**src/chm_pkg.sv**
```systemverilog
// ----------------------------------------------------------------------------
// chm_pkg: shared types for the chained hash map engine
// operation codes and the command and status words between controller and
// datapath
// ----------------------------------------------------------------------------
package chm_pkg;

   typedef enum logic [1:0] {
      OP_LOOKUP = 2'd0,
      OP_INSERT = 2'd1,
      OP_REMOVE = 2'd2,
      OP_UNUSED = 2'd3
   } op_type;

   // controller to datapath
   typedef struct packed {
      logic clr_step;   // one step of the clearing pass
      logic accept;     // request word taken this cycle
      logic head_rd;    // read bucket head and free stack top
      logic head_chk;   // bucket head data is back
      logic node_chk;   // node data is back
      logic finish;     // apply updates and load the response
   } chm_cmd_type;

   // datapath to controller
   typedef struct packed {
      logic clr_done;
      logic op_valid;
      logic head_valid;
      logic key_match;
      logic link_valid;
      logic out_free;
   } chm_stat_type;

endpackage

```
**src/chm_ctrl.sv**
```systemverilog
// ----------------------------------------------------------------------------
// chm_ctrl: request sequencer
// clearing pass, bucket head read, chain walk and final update
// ----------------------------------------------------------------------------
module chm_ctrl (
   input  logic                 clock,
   input  logic                 reset,
   input  logic                 req_valid,
   input  chm_pkg::chm_stat_type stat,
   output chm_pkg::chm_cmd_type  cmd,
   output logic                 req_ready
);
   import chm_pkg::*;

   typedef enum logic [2:0] {
      S_CLEAR,
      S_IDLE,
      S_HEAD,
      S_HEADW,
      S_NODE,
      S_ACT
   } state_type;

   state_type state_ff, state_in;
   logic      ready_ff;

   always_comb begin
      cmd      = '0;
      state_in = state_ff;
      unique case (state_ff)
         S_CLEAR: begin
            cmd.clr_step = 1'b1;
            if (stat.clr_done) state_in = S_IDLE;
         end
         S_IDLE: begin
            if (req_valid && ready_ff) begin
               cmd.accept = 1'b1;
               state_in   = S_HEAD;
            end
         end
         S_HEAD: begin
            cmd.head_rd = 1'b1;
            state_in    = stat.op_valid ? S_HEADW : S_ACT;
         end
         S_HEADW: begin
            cmd.head_chk = 1'b1;
            state_in     = stat.head_valid ? S_NODE : S_ACT;
         end
         S_NODE: begin
            cmd.node_chk = 1'b1;
            if (stat.key_match || !stat.link_valid) state_in = S_ACT;
         end
         S_ACT: begin
            cmd.finish = stat.out_free;
            if (stat.out_free) state_in = S_IDLE;
         end
         default: state_in = S_CLEAR;
      endcase
   end

   always_ff @(posedge clock) begin
      if (reset) begin
         state_ff <= S_CLEAR;
         ready_ff <= 1'b0;
      end else begin
         state_ff <= state_in;
         ready_ff <= (state_in == S_IDLE);
      end
   end

   assign req_ready = ready_ff;

endmodule

```
**config.mk**
```make
export PLATFORM = sky130hd
export DESIGN_NAME = chm_ctrl
export DESIGN_NICKNAME = d
export VERILOG_FILES = /design/src/chm_pkg.sv /design/src/chm_ctrl.sv
export SDC_FILE = /design/constraint.sdc
export NUM_CORES = 1
export LEC_CHECK = 0
export BUFFER_PORTS_ARGS = -buffer_cell sky130_fd_sc_hd__buf_2
export CAP_MARGIN = 5
export CORE_AREA = 2 2 39 41
export DETAILED_ROUTE_END_ITERATION = 10
export DIE_AREA = 0 0 41 43
export GPL_TIMING_DRIVEN = 0
export HOLD_SLACK_MARGIN = 0.12
export PLACE_DENSITY = 0.48
export SLEW_MARGIN = 0
export SYNTH_ARGS = -nofsm -noshare
export SYNTH_HDL_FRONTEND = slang
export SYNTH_SLANG_ARGS = --single-unit
```
**constraint.sdc**
```tcl
create_clock -name clock -period 3.1 [get_ports clock]
set_clock_uncertainty 0.2 [all_clocks]
set_input_delay 0.31 -clock clock [delete_from_list [all_inputs] [get_ports clock]]
set_output_delay 0.31 -clock clock [all_outputs]
set_load 0.05 [all_outputs]
```
==> results of run 1 <==
==> path summary, 6_finish.rpt <==
| check | endpoint | slack, ns | from | cells after the start |
|---|---|---|---|---|
| setup / recovery | cmd[0] | 1.25 | state_ff[2] | 4 |
| hold / removal | state_ff[2] | 0.22 | stat[4] | 4 |
| setup reg to reg | req_ready | 1.75 | state_ff[2] | 3 |
| hold reg to reg | state_ff[1] | 0.38 | state_ff[2] | 2 |
==> sequential cells by signal, indices dropped and copies added, names as in the netlist <==
| signal | count |
|---|---|
| state_ff | 3 |
| req_ready | 1 |
==> where the power goes <==
group / internal [mW] / switching (mW) / total, mW
clock: 0.0433 / 0.0218 / 0.0652
combinational: 0.0272 / 0.0463 / 0.0735
sequential: 0.0575 / 0.00461 / 0.0621
==> through the flow <==
step	power, mW	setup slack (ns)
6_report	0.201	1.25
5_1_grt	0.214	1.13
4_1_cts	0.205	1.26
3_5_place_dp	0.136	1.51
3_3_place_gp	0.136	1.50
2_1_floorplan	0.119	0.749
==> logic make-up after synthesis <==
group                  after synthesis  share of synthesized area (%)
AND/OR/NAND/NOR                     21                           46.5
flip-flops                           4                           26.3
multiplexers                         1                           3.29
AO/OA/AOI/OAI                        7                           16.5
buffers and inverters                3                           7.41
==> synth_stat cells (2+ instances only) <==
library cell,number
a31oi_1,2
o21ai_1,2
nor2_1,2
nor3_1,2
nand3_1,2
dfxtp_1,4
nand3b_1,3
nand2_1,3
nand2b_1,3
==> critical path: stages, from the launching register on <==
cell,delay (ns)
dfxtp_1,0.34
clkbuf_1,0.32
nand2_1,0.09
nor2_1,0.09
buf_2,0.26
==> final cells by class <==
type | instances | area [µm²] | area share [%]
multi-input combinational | 29 | 201 | 46.7
tap | 16 | 20.0 | 4.64
sequential | 4 | 80.1 | 18.6
clock buffer | 3 | 22.5 | 5.22
timing repair buffer | 16 | 85.1 | 19.7
buffer | 3 | 22.5 | 5.22
==> per-layer routing <==
metal	vias to the layer above	GRT usage [%]	wire [µm]
li1	168	-	-
met4	0	6.00	0
met3	0	4.71	54
met5	-	0	0
met1	135	9.97	290
met2	11	11.6	312
==> cell usage in the layout, fill, tap and decap left out, types with 2 or more instances in the layout <==
master and n:
nand3b_1 3, nand2_1 3, o21ai_1 2, a31oi_1 2
buf_2 15, nand3_1 2, nor2_1 2, nor3_1 2
nand2b_1 3, dfxtp_1 4, clkbuf_4 3
==> results.sh, run 1 <==
export IMPL_cts_sinks=4
export IMPL_fin_setup_tns_ns=0
export IMPL_cp_max_fo=10
export IMPL_die_x_um=41
export IMPL_vias_per_cell=4.42
export IMPL_die_h_um=43
export IMPL_worst_pin_slew_ns=0.371
export IMPL_antenna_found_initial=0
export IMPL_place_inst=67
export IMPL_hold_ws_ns=0.216
export IMPL_fin_crit_sh_pct=59.6
export IMPL_drt_iter0_drc=3
export IMPL_holdBufCountCts=1
export IMPL_clock_path_buffers=2
export IMPL_cap_violations=0
export IMPL_synthTopCellsByArea="dfxtp_1 (26%), nand3b_1 (7.4%), nand2b_1 (6.2%)"
export IMPL_cts_resized=0
export IMPL_syn_nets=45
export IMPL_fin_area_um2=432
export IMPL_utilization_pct=31.2
export IMPL_layout_drive_gt1_share_pct=41.8
export IMPL_synth_area_leader_cell="dfxtp_1"
export IMPL_power_density_mw_per_mm2=465
export IMPL_async_reset_ff_share_pct=0
export IMPL_gr_usage_all_layers_pct=8.63
export IMPL_via_count=314
export IMPL_peakVddDrop_uv=138
export IMPL_globalRouteOverflowTotal=0
export IMPL_cts_root_buffer="clkbuf_4"
export IMPL_antenna_left=0
export IMPL_rsz0062_at_grt="false"
export IMPL_ys_ff_latch=4
export IMPL_min_period_ns=1.85
export IMPL_io_pin_count=16
export IMPL_hold_viol_final=0
export IMPL_cts_setup_buffers=0
export IMPL_layout_nets=66
export IMPL_htreeDepth=1
export IMPL_clk_pin_slew_ns=0.04
export IMPL_clock_fmax_ghz=0.542
export IMPL_avgSynthCellArea_um2=8.45
export IMPL_fillCellCount=159
export IMPL_first_pass_iters=4
export IMPL_grt_pass1_vias=263
export IMPL_synthDistinctLibCells=22
export IMPL_rows=14
export IMPL_synth_top_area_share_pct=26.3
export IMPL_drc=0
export IMPL_cts_buffers=3
export IMPL_initial_core_util_pct=22.0
export IMPL_drt_total_wl_um=658
export IMPL_cp_required_ns=2.59
export IMPL_die_area_mm2=0.00176
export IMPL_status="finished, final reports clean"
export IMPL_start_kind="register"
export IMPL_num_antenna_cells=0
export IMPL_slew_headroom_pct=75.3
export IMPL_setup_viol_count_final=0
export IMPL_placed_area_um2=399
export IMPL_cts_tree="built"
export IMPL_synth_edff_count=0
export IMPL_hold_class="primary input to register"
export IMPL_critical_path_class="register to output pin"
export IMPL_wl_per_cell_um=9.27
export IMPL_arrival_ns=1.34
export IMPL_syn_inst=36
export IMPL_grt_start_max_net_pins=11
export IMPL_ys_warn_count=0
export IMPL_gp_congestion=0.611
export IMPL_port_buffers=15
export IMPL_clock_latency_ns=0.23
export IMPL_synth_ff_type="dfxtp_1"
export IMPL_cp_end_kind="output pin"
export IMPL_synth_seq_area_share_pct=26.3
export IMPL_drv_slew=0
export IMPL_dp_hpwl_um=527
export IMPL_synth_area_um2=304
export IMPL_power_leakage_nw=0.192
export IMPL_core_area_mm2=0.00138
export IMPL_grt_pass1_wl_um=986
export IMPL_stdcell_count=71
export IMPL_area_growth_syn_to_layout_pct=42.0
No activity file was read; power rests on OpenSTA's default activity.
==> run 2, diff against run 1 <==
clock period = 1.8 ns   (was 3.1 ns; I/O delays follow)
==> run 2 against run 1 <==
Net effect: wire length is 7.8% higher; critical path type unchanged; count of clock-buffer cells in the layout stayed put; largest cell class unchanged; cell count is 4.2% higher; non-clock buffer count is 3 higher; critical path depth stayed put; highest routed layer unchanged; combinational power is 85% higher.
==> results.sh, run 2 (synthesis results as in run 1) <==
export IMPL_hold_end="state_ff[0]"
export IMPL_placed_area_um2=414
export IMPL_path_cells="buf_4 > nand2b_1 > nor3_2 > buf_2"
export IMPL_final_common_cell="buf_2"
export IMPL_start_kind="register"
export IMPL_globalRouteOverflowTotal=0
export IMPL_rr_startpoint="state_ff[0]"
export IMPL_gp_congestion=0.620
export IMPL_rsz0062_at_grt="false"
export IMPL_hold_ws_ns=0.135
export IMPL_min_path_cells=4
export IMPL_grt_pass1_vias=313
export IMPL_fin_crit_sh_pct=92.9
export IMPL_r2r_slack_ns=0.50
export IMPL_worst_pin_slew_ns=0.248
export IMPL_power_leakage_nw=0.214
export IMPL_initial_core_util_pct=22.0
export IMPL_largest_reg_flops=3
export IMPL_cp_max_fo=10
export IMPL_setup_viol_count_final=0
export IMPL_dp_hpwl_um=543
export IMPL_fillCellCount=159
export IMPL_utilization_pct=34.5
export IMPL_use_met2_pct=15.9
export IMPL_status="finished, final reports clean"
export IMPL_clk_pin_slew_ns=0.04
export IMPL_port_buffers=15
export IMPL_drv_slew=0
export IMPL_die_x_um=41
export IMPL_power_clock_fraction_pct=31.2
export IMPL_antenna_left=0
export IMPL_drt_total_wl_um=709
export IMPL_die_area_mm2=0.00176
export IMPL_htreeDepth=1
export IMPL_gr_max_usage_layer="met2"
export IMPL_slew_headroom_pct=83.6
export IMPL_area_growth_syn_to_layout_pct=57.2
export IMPL_cts_root_buffer="clkbuf_4"
export IMPL_hold_viol_final=0
export IMPL_slowest_delay_ns=0.30
export IMPL_hold_class="primary input to register"
export IMPL_rows=14
export IMPL_p_int_uw=226
export IMPL_critical_path_class="register to output pin"
export IMPL_cts_tree="built"
export IMPL_min_period_ns=1.67
export IMPL_gr_usage_all_layers_pct=10.1
export IMPL_grt_use_met3_pct=4.71
export IMPL_die_h_um=43
export IMPL_switching_share_pct=36.0
export IMPL_crit_path_top_delay_cell="dfxtp_1"
export IMPL_seq_power_share_pct=30.3
export IMPL_cts_buffers=3
export IMPL_fin_area_um2=478
export IMPL_first_pass_iters=2
export IMPL_power_density_mw_per_mm2=741
export IMPL_antenna_found_initial=0
export IMPL_io_pin_count=16
export IMPL_arrival_ns=1.29
export IMPL_clock_path_buffers=2
export IMPL_dp_slack_ns=0.268
export IMPL_grt_util_met1_pct=10.0
export IMPL_drt_iter0_drc=3
export IMPL_vias_per_cell=4.45
export IMPL_grt_pass1_wl_mm=1.17
export IMPL_num_antenna_cells=0
export IMPL_via_count=329
export IMPL_mostFrequentLayoutCells="buf_2 (15), dlygate4sd3_1 (4), dfxtp_1 (4)"
export IMPL_worst_slack_ns=0.129
export IMPL_r2r_end="req_ready"
export IMPL_r2r_cells=4
export IMPL_grt_start_max_net_pins=11
export IMPL_wl_per_cell_um=9.58
export IMPL_cpLargestDelayFamily="buffers and inverters"
export IMPL_layout_drive_gt1_share_pct=46.6
export IMPL_cp_end_kind="output pin"
export IMPL_layout_nets=69
export IMPL_critical_path_buf_inv_count=2
export IMPL_power_net_switching_uw=128
export IMPL_fin_setup_tns_ns=0
export IMPL_core_area_mm2=0.00138
export IMPL_peakVddDrop_uv=241
export IMPL_cts_sinks=4
export IMPL_pwr_share_comb_pct=38.5
export IMPL_clock_fmax_ghz=0.598
export IMPL_clock_latency_ns=0.23
export IMPL_worstSetupStartpoint="state_ff[1]"
export IMPL_cap_violations=0
export IMPL_drc=0
export IMPL_cp_required_ns=1.42
export IMPL_max_flop_register="state_ff"
export IMPL_min_from="stat[5]"
[run 2: changes by cell type in the layout (fill, tap and decap cells not counted)]
cell,before,now
dlygate4sd3_1,1,4
nor3_2,0,2
clkbuf_2,0,1
nor3b_1,1,0
clkbuf_1,1,0
nor3_1,2,0
nor3b_2,1,2
[run 2: cell type report]
class	count	area (µm²)	area share [%]
multi-input cells	29	216	45.3
clock buffers	3	22.5	4.71
well taps	16	20.0	4.19
plain buffers	3	23.8	4.97
repair buffers	19	115	24.1
flip-flops and latches	4	80.1	16.8
[run 2: metal layers]
layer	up-vias	wire length, µm
met5	-	0
li1	174	-
met4	0	0
met1	146	302
met3	0	51
met2	9	354
[run 2: worst max-delay path by stage]
stage | endpoint | slack [ns] | cells after the start
floorplan | cmd[4] | -0.01 | 2
global placement | cmd[0] | 0.26 | 4
detailed placement | cmd[0] | 0.27 | 4
CTS | cmd[0] | 0.01 | 4
global route | cmd[0] | 0.06 | 4
finish | cmd[4] | 0.13 | 4
[run 2: worst register-to-register path, stage by stage, from the launching register on]
cell and delay (ns):
dfxtp_1 0.36, buf_6 0.16, nor3b_2 0.16, o21ai_1 0.11, a311oi_2 0.23
[run 2: metrics by stage]
step                      std cells  total power, mW
after detailed placement         67            0.240
after global routing             74            0.379
after CTS                        74            0.363
after floorplan                  36            0.210
after global placement           67            0.240
final                            74            0.354
[run 2: timing repair]
item                                   CTS  global route
buffers inserted                         0             0
gates resized for setup                  0             2
hold buffers                             4             0
setup endpoints to repair                0             2
endpoints found under the hold margin    3             0
[run 2: power by group through the flow]
stage / combinational, mW / clock (mW) / sequential [mW]
global placement: 0.131 / 0 / 0.109
CTS: 0.137 / 0.118 / 0.107
finish: 0.136 / 0.110 / 0.107
detailed placement: 0.131 / 0 / 0.109
global route: 0.150 / 0.121 / 0.109
floorplan: 0.0873 / 0 / 0.122
==> run 3, diff against run 2 <==
==> constraint.sdc (replaced) <==
create_clock -name clock -period 1.9 [get_ports clock]
set_clock_uncertainty 0.2 [all_clocks]
set_input_delay 0.095 -clock clock [delete_from_list [all_inputs] [get_ports clock]]
set_output_delay 0.095 -clock clock [all_outputs]
set_load 0.05 [all_outputs]
==> run 3 against run 2 <==
Net effect: power down 2.7%; hold slack improved by 0.016 ns; sequential share of layout area down 1.4 points; final area is 9.4% higher; critical path depth grew 2; count of clock-buffer cells in the layout stayed put; combinational power barely moved; clock power is essentially flat; register-to-register slack got worse by 0.26 ns; sequential power decreased by 5%; global-route usage about the same; wire length increased by 7.9%.
==> results.sh, run 3 (synthesis results as in run 1) <==
export IMPL_core_area_mm2=0.00138
export IMPL_clock_fmax_ghz=0.589
export IMPL_seq_power_share_pct=29.6
export IMPL_io_pin_count=16
export IMPL_arrival_ns=1.65
export IMPL_crit_path_top_delay_cell="dlygate4sd3_1"
export IMPL_power_net_switching_uw=124
export IMPL_path_cells="dlygate4sd3_1 > buf_2 > nand2b_1 > dlygate4sd3_1 > nand3b_1 > a311oi_2"
export IMPL_peakVddDrop_uv=306
export IMPL_dp_hpwl_um=545
export IMPL_dp_slack_ns=0.495
export IMPL_place_inst=67
export IMPL_placed_area_um2=409
export IMPL_via_count=342
export IMPL_die_h_um=43
export IMPL_initial_core_util_pct=22.0
export IMPL_pwr_share_comb_pct=39.4
export IMPL_p_int_uw=220
export IMPL_hold_class="primary input to register"
export IMPL_fin_crit_sh_pct=89.4
export IMPL_mostFrequentLayoutCells="buf_2 (15), dlygate4sd3_1 (9), dfxtp_1 (4)"
export IMPL_drt_iter0_drc=8
export IMPL_slowest_delay_ns=0.53
export IMPL_critical_path_buf_inv_count=3
export IMPL_gr_usage_all_layers_pct=10.0
export IMPL_htreeDepth=1
export IMPL_grt_use_met3_pct=1.57
export IMPL_grt_start_max_net_pins=11
export IMPL_cap_violations=0
export IMPL_vias_per_cell=4.33
export IMPL_largest_reg_flops=3
export IMPL_utilization_pct=37.8
export IMPL_multiInputGateArea_um2=211
export IMPL_start_kind="primary input"
export IMPL_crit_top_cell="dlygate4sd3_1"
export IMPL_die_area_mm2=0.00176
export IMPL_regArea_um2=80.1
export IMPL_power_clock_fraction_pct=31.0
export IMPL_critical_path_class="primary input to register"
export IMPL_clk_pin_slew_ns=0.04
export IMPL_rsz0062_at_grt="false"
export IMPL_min_period_ns=1.70
export IMPL_grt_pass1_vias=292
export IMPL_slew_headroom_pct=83.5
export IMPL_max_flop_register="state_ff"
export IMPL_num_antenna_cells=0
export IMPL_drc=0
export IMPL_hold_viol_final=0
export IMPL_port_buffers=15
export IMPL_power_leakage_nw=0.237
export IMPL_drt_total_wl_um=765
export IMPL_grt_pass1_wl_mm=1.15
export IMPL_rows=14
export IMPL_cp_max_fo=2
export IMPL_fin_area_um2=523
export IMPL_p_total_uw=344
export IMPL_setup_viol_count_final=0
export IMPL_cp_required_ns=1.85
export IMPL_cpLargestDelayFamily="buffers and inverters"
export IMPL_layout_nets=74
export IMPL_globalRouteOverflowTotal=0
export IMPL_die_x_um=41
export IMPL_gp_congestion=0.633
export IMPL_first_pass_iters=4
export IMPL_cts_buffers=3
export IMPL_hold_ws_ns=0.151
export IMPL_antenna_left=0
export IMPL_wl_per_cell_um=9.68
export IMPL_drv_slew=0
export IMPL_cp_end_kind="register"
export IMPL_final_common_cell="buf_2"
export IMPL_fin_setup_tns_ns=0
export IMPL_cts_sinks=4
export IMPL_status="finished, final reports clean"
export IMPL_antenna_found_initial=0
export IMPL_stdcell_count=79
export IMPL_worst_pin_slew_ns=0.250
export IMPL_layout_drive_gt1_share_pct=41.3
export IMPL_grt_util_met1_pct=12.2
export IMPL_cts_root_buffer="clkbuf_4"
export IMPL_gr_max_usage_layer="met2"
export IMPL_switching_share_pct=36.1
export IMPL_cts_tree="built"
export IMPL_use_met2_pct=14.7
export IMPL_clock_latency_ns=0.23
export IMPL_worst_slack_ns=0.201
export IMPL_power_density_mw_per_mm2=658
export IMPL_fillCellCount=149
export IMPL_clock_path_buffers=2
export IMPL_area_growth_syn_to_layout_pct=72.0
run 3: cell count changes in the layout (fill, tap and decap cells not counted):
cell,delta
nor3_1,+1
dlygate4sd3_1,+5
nor3_2,-1
run 3: path summary, 6_finish.rpt:
check	end	start	slack [ns]	cells past startpoint
max	req_ready	stat[1]	0.20	6
min	state_ff[0]	stat[3]	0.15	4
max reg2reg	state_ff[2]	state_ff[2]	0.24	4
min reg2reg	state_ff[1]	state_ff[2]	0.39	2
run 3: layout make-up:
type                    instances  area share, %
well taps                      16           3.83
plain buffers                   3           4.55
flip-flops and latches          4           15.3
clock buffers                   3           4.31
repair buffers                 24           31.6
multi-input cells              29           40.4
run 3: layer usage:
| layer | up-vias | share of wire [%] |
|---|---|---|
| met3 | 2 | 4.8 |
| met1 | 146 | 47 |
| met5 | - | 0 |
| met2 | 12 | 48 |
| li1 | 182 | - |
| met4 | 0 | 0.52 |
run 3: timing repair:
action | in CTS | in global routing
hold endpoints to repair | 4 | 0
hold buffers | 9 | 0
resized for setup | 0 | 2
buffers inserted | 0 | 0
setup endpoints to repair | 0 | 1
run 3: tightest hold or removal path: stages:
cell	delay (ns)
buf_2	0.10
a21boi_0	0.15
o21ai_1	0.12
nand3_1	0.09
run 3: power by group through the flow:
stage                     sequential, mW  combinational [mW]  clock (mW)
after floorplan                    0.116              0.0807           0
after CTS                          0.102               0.136       0.111
final                              0.102               0.136       0.107
after global placement             0.103               0.122           0
after detailed placement           0.104               0.123           0
after global routing               0.104               0.147       0.113
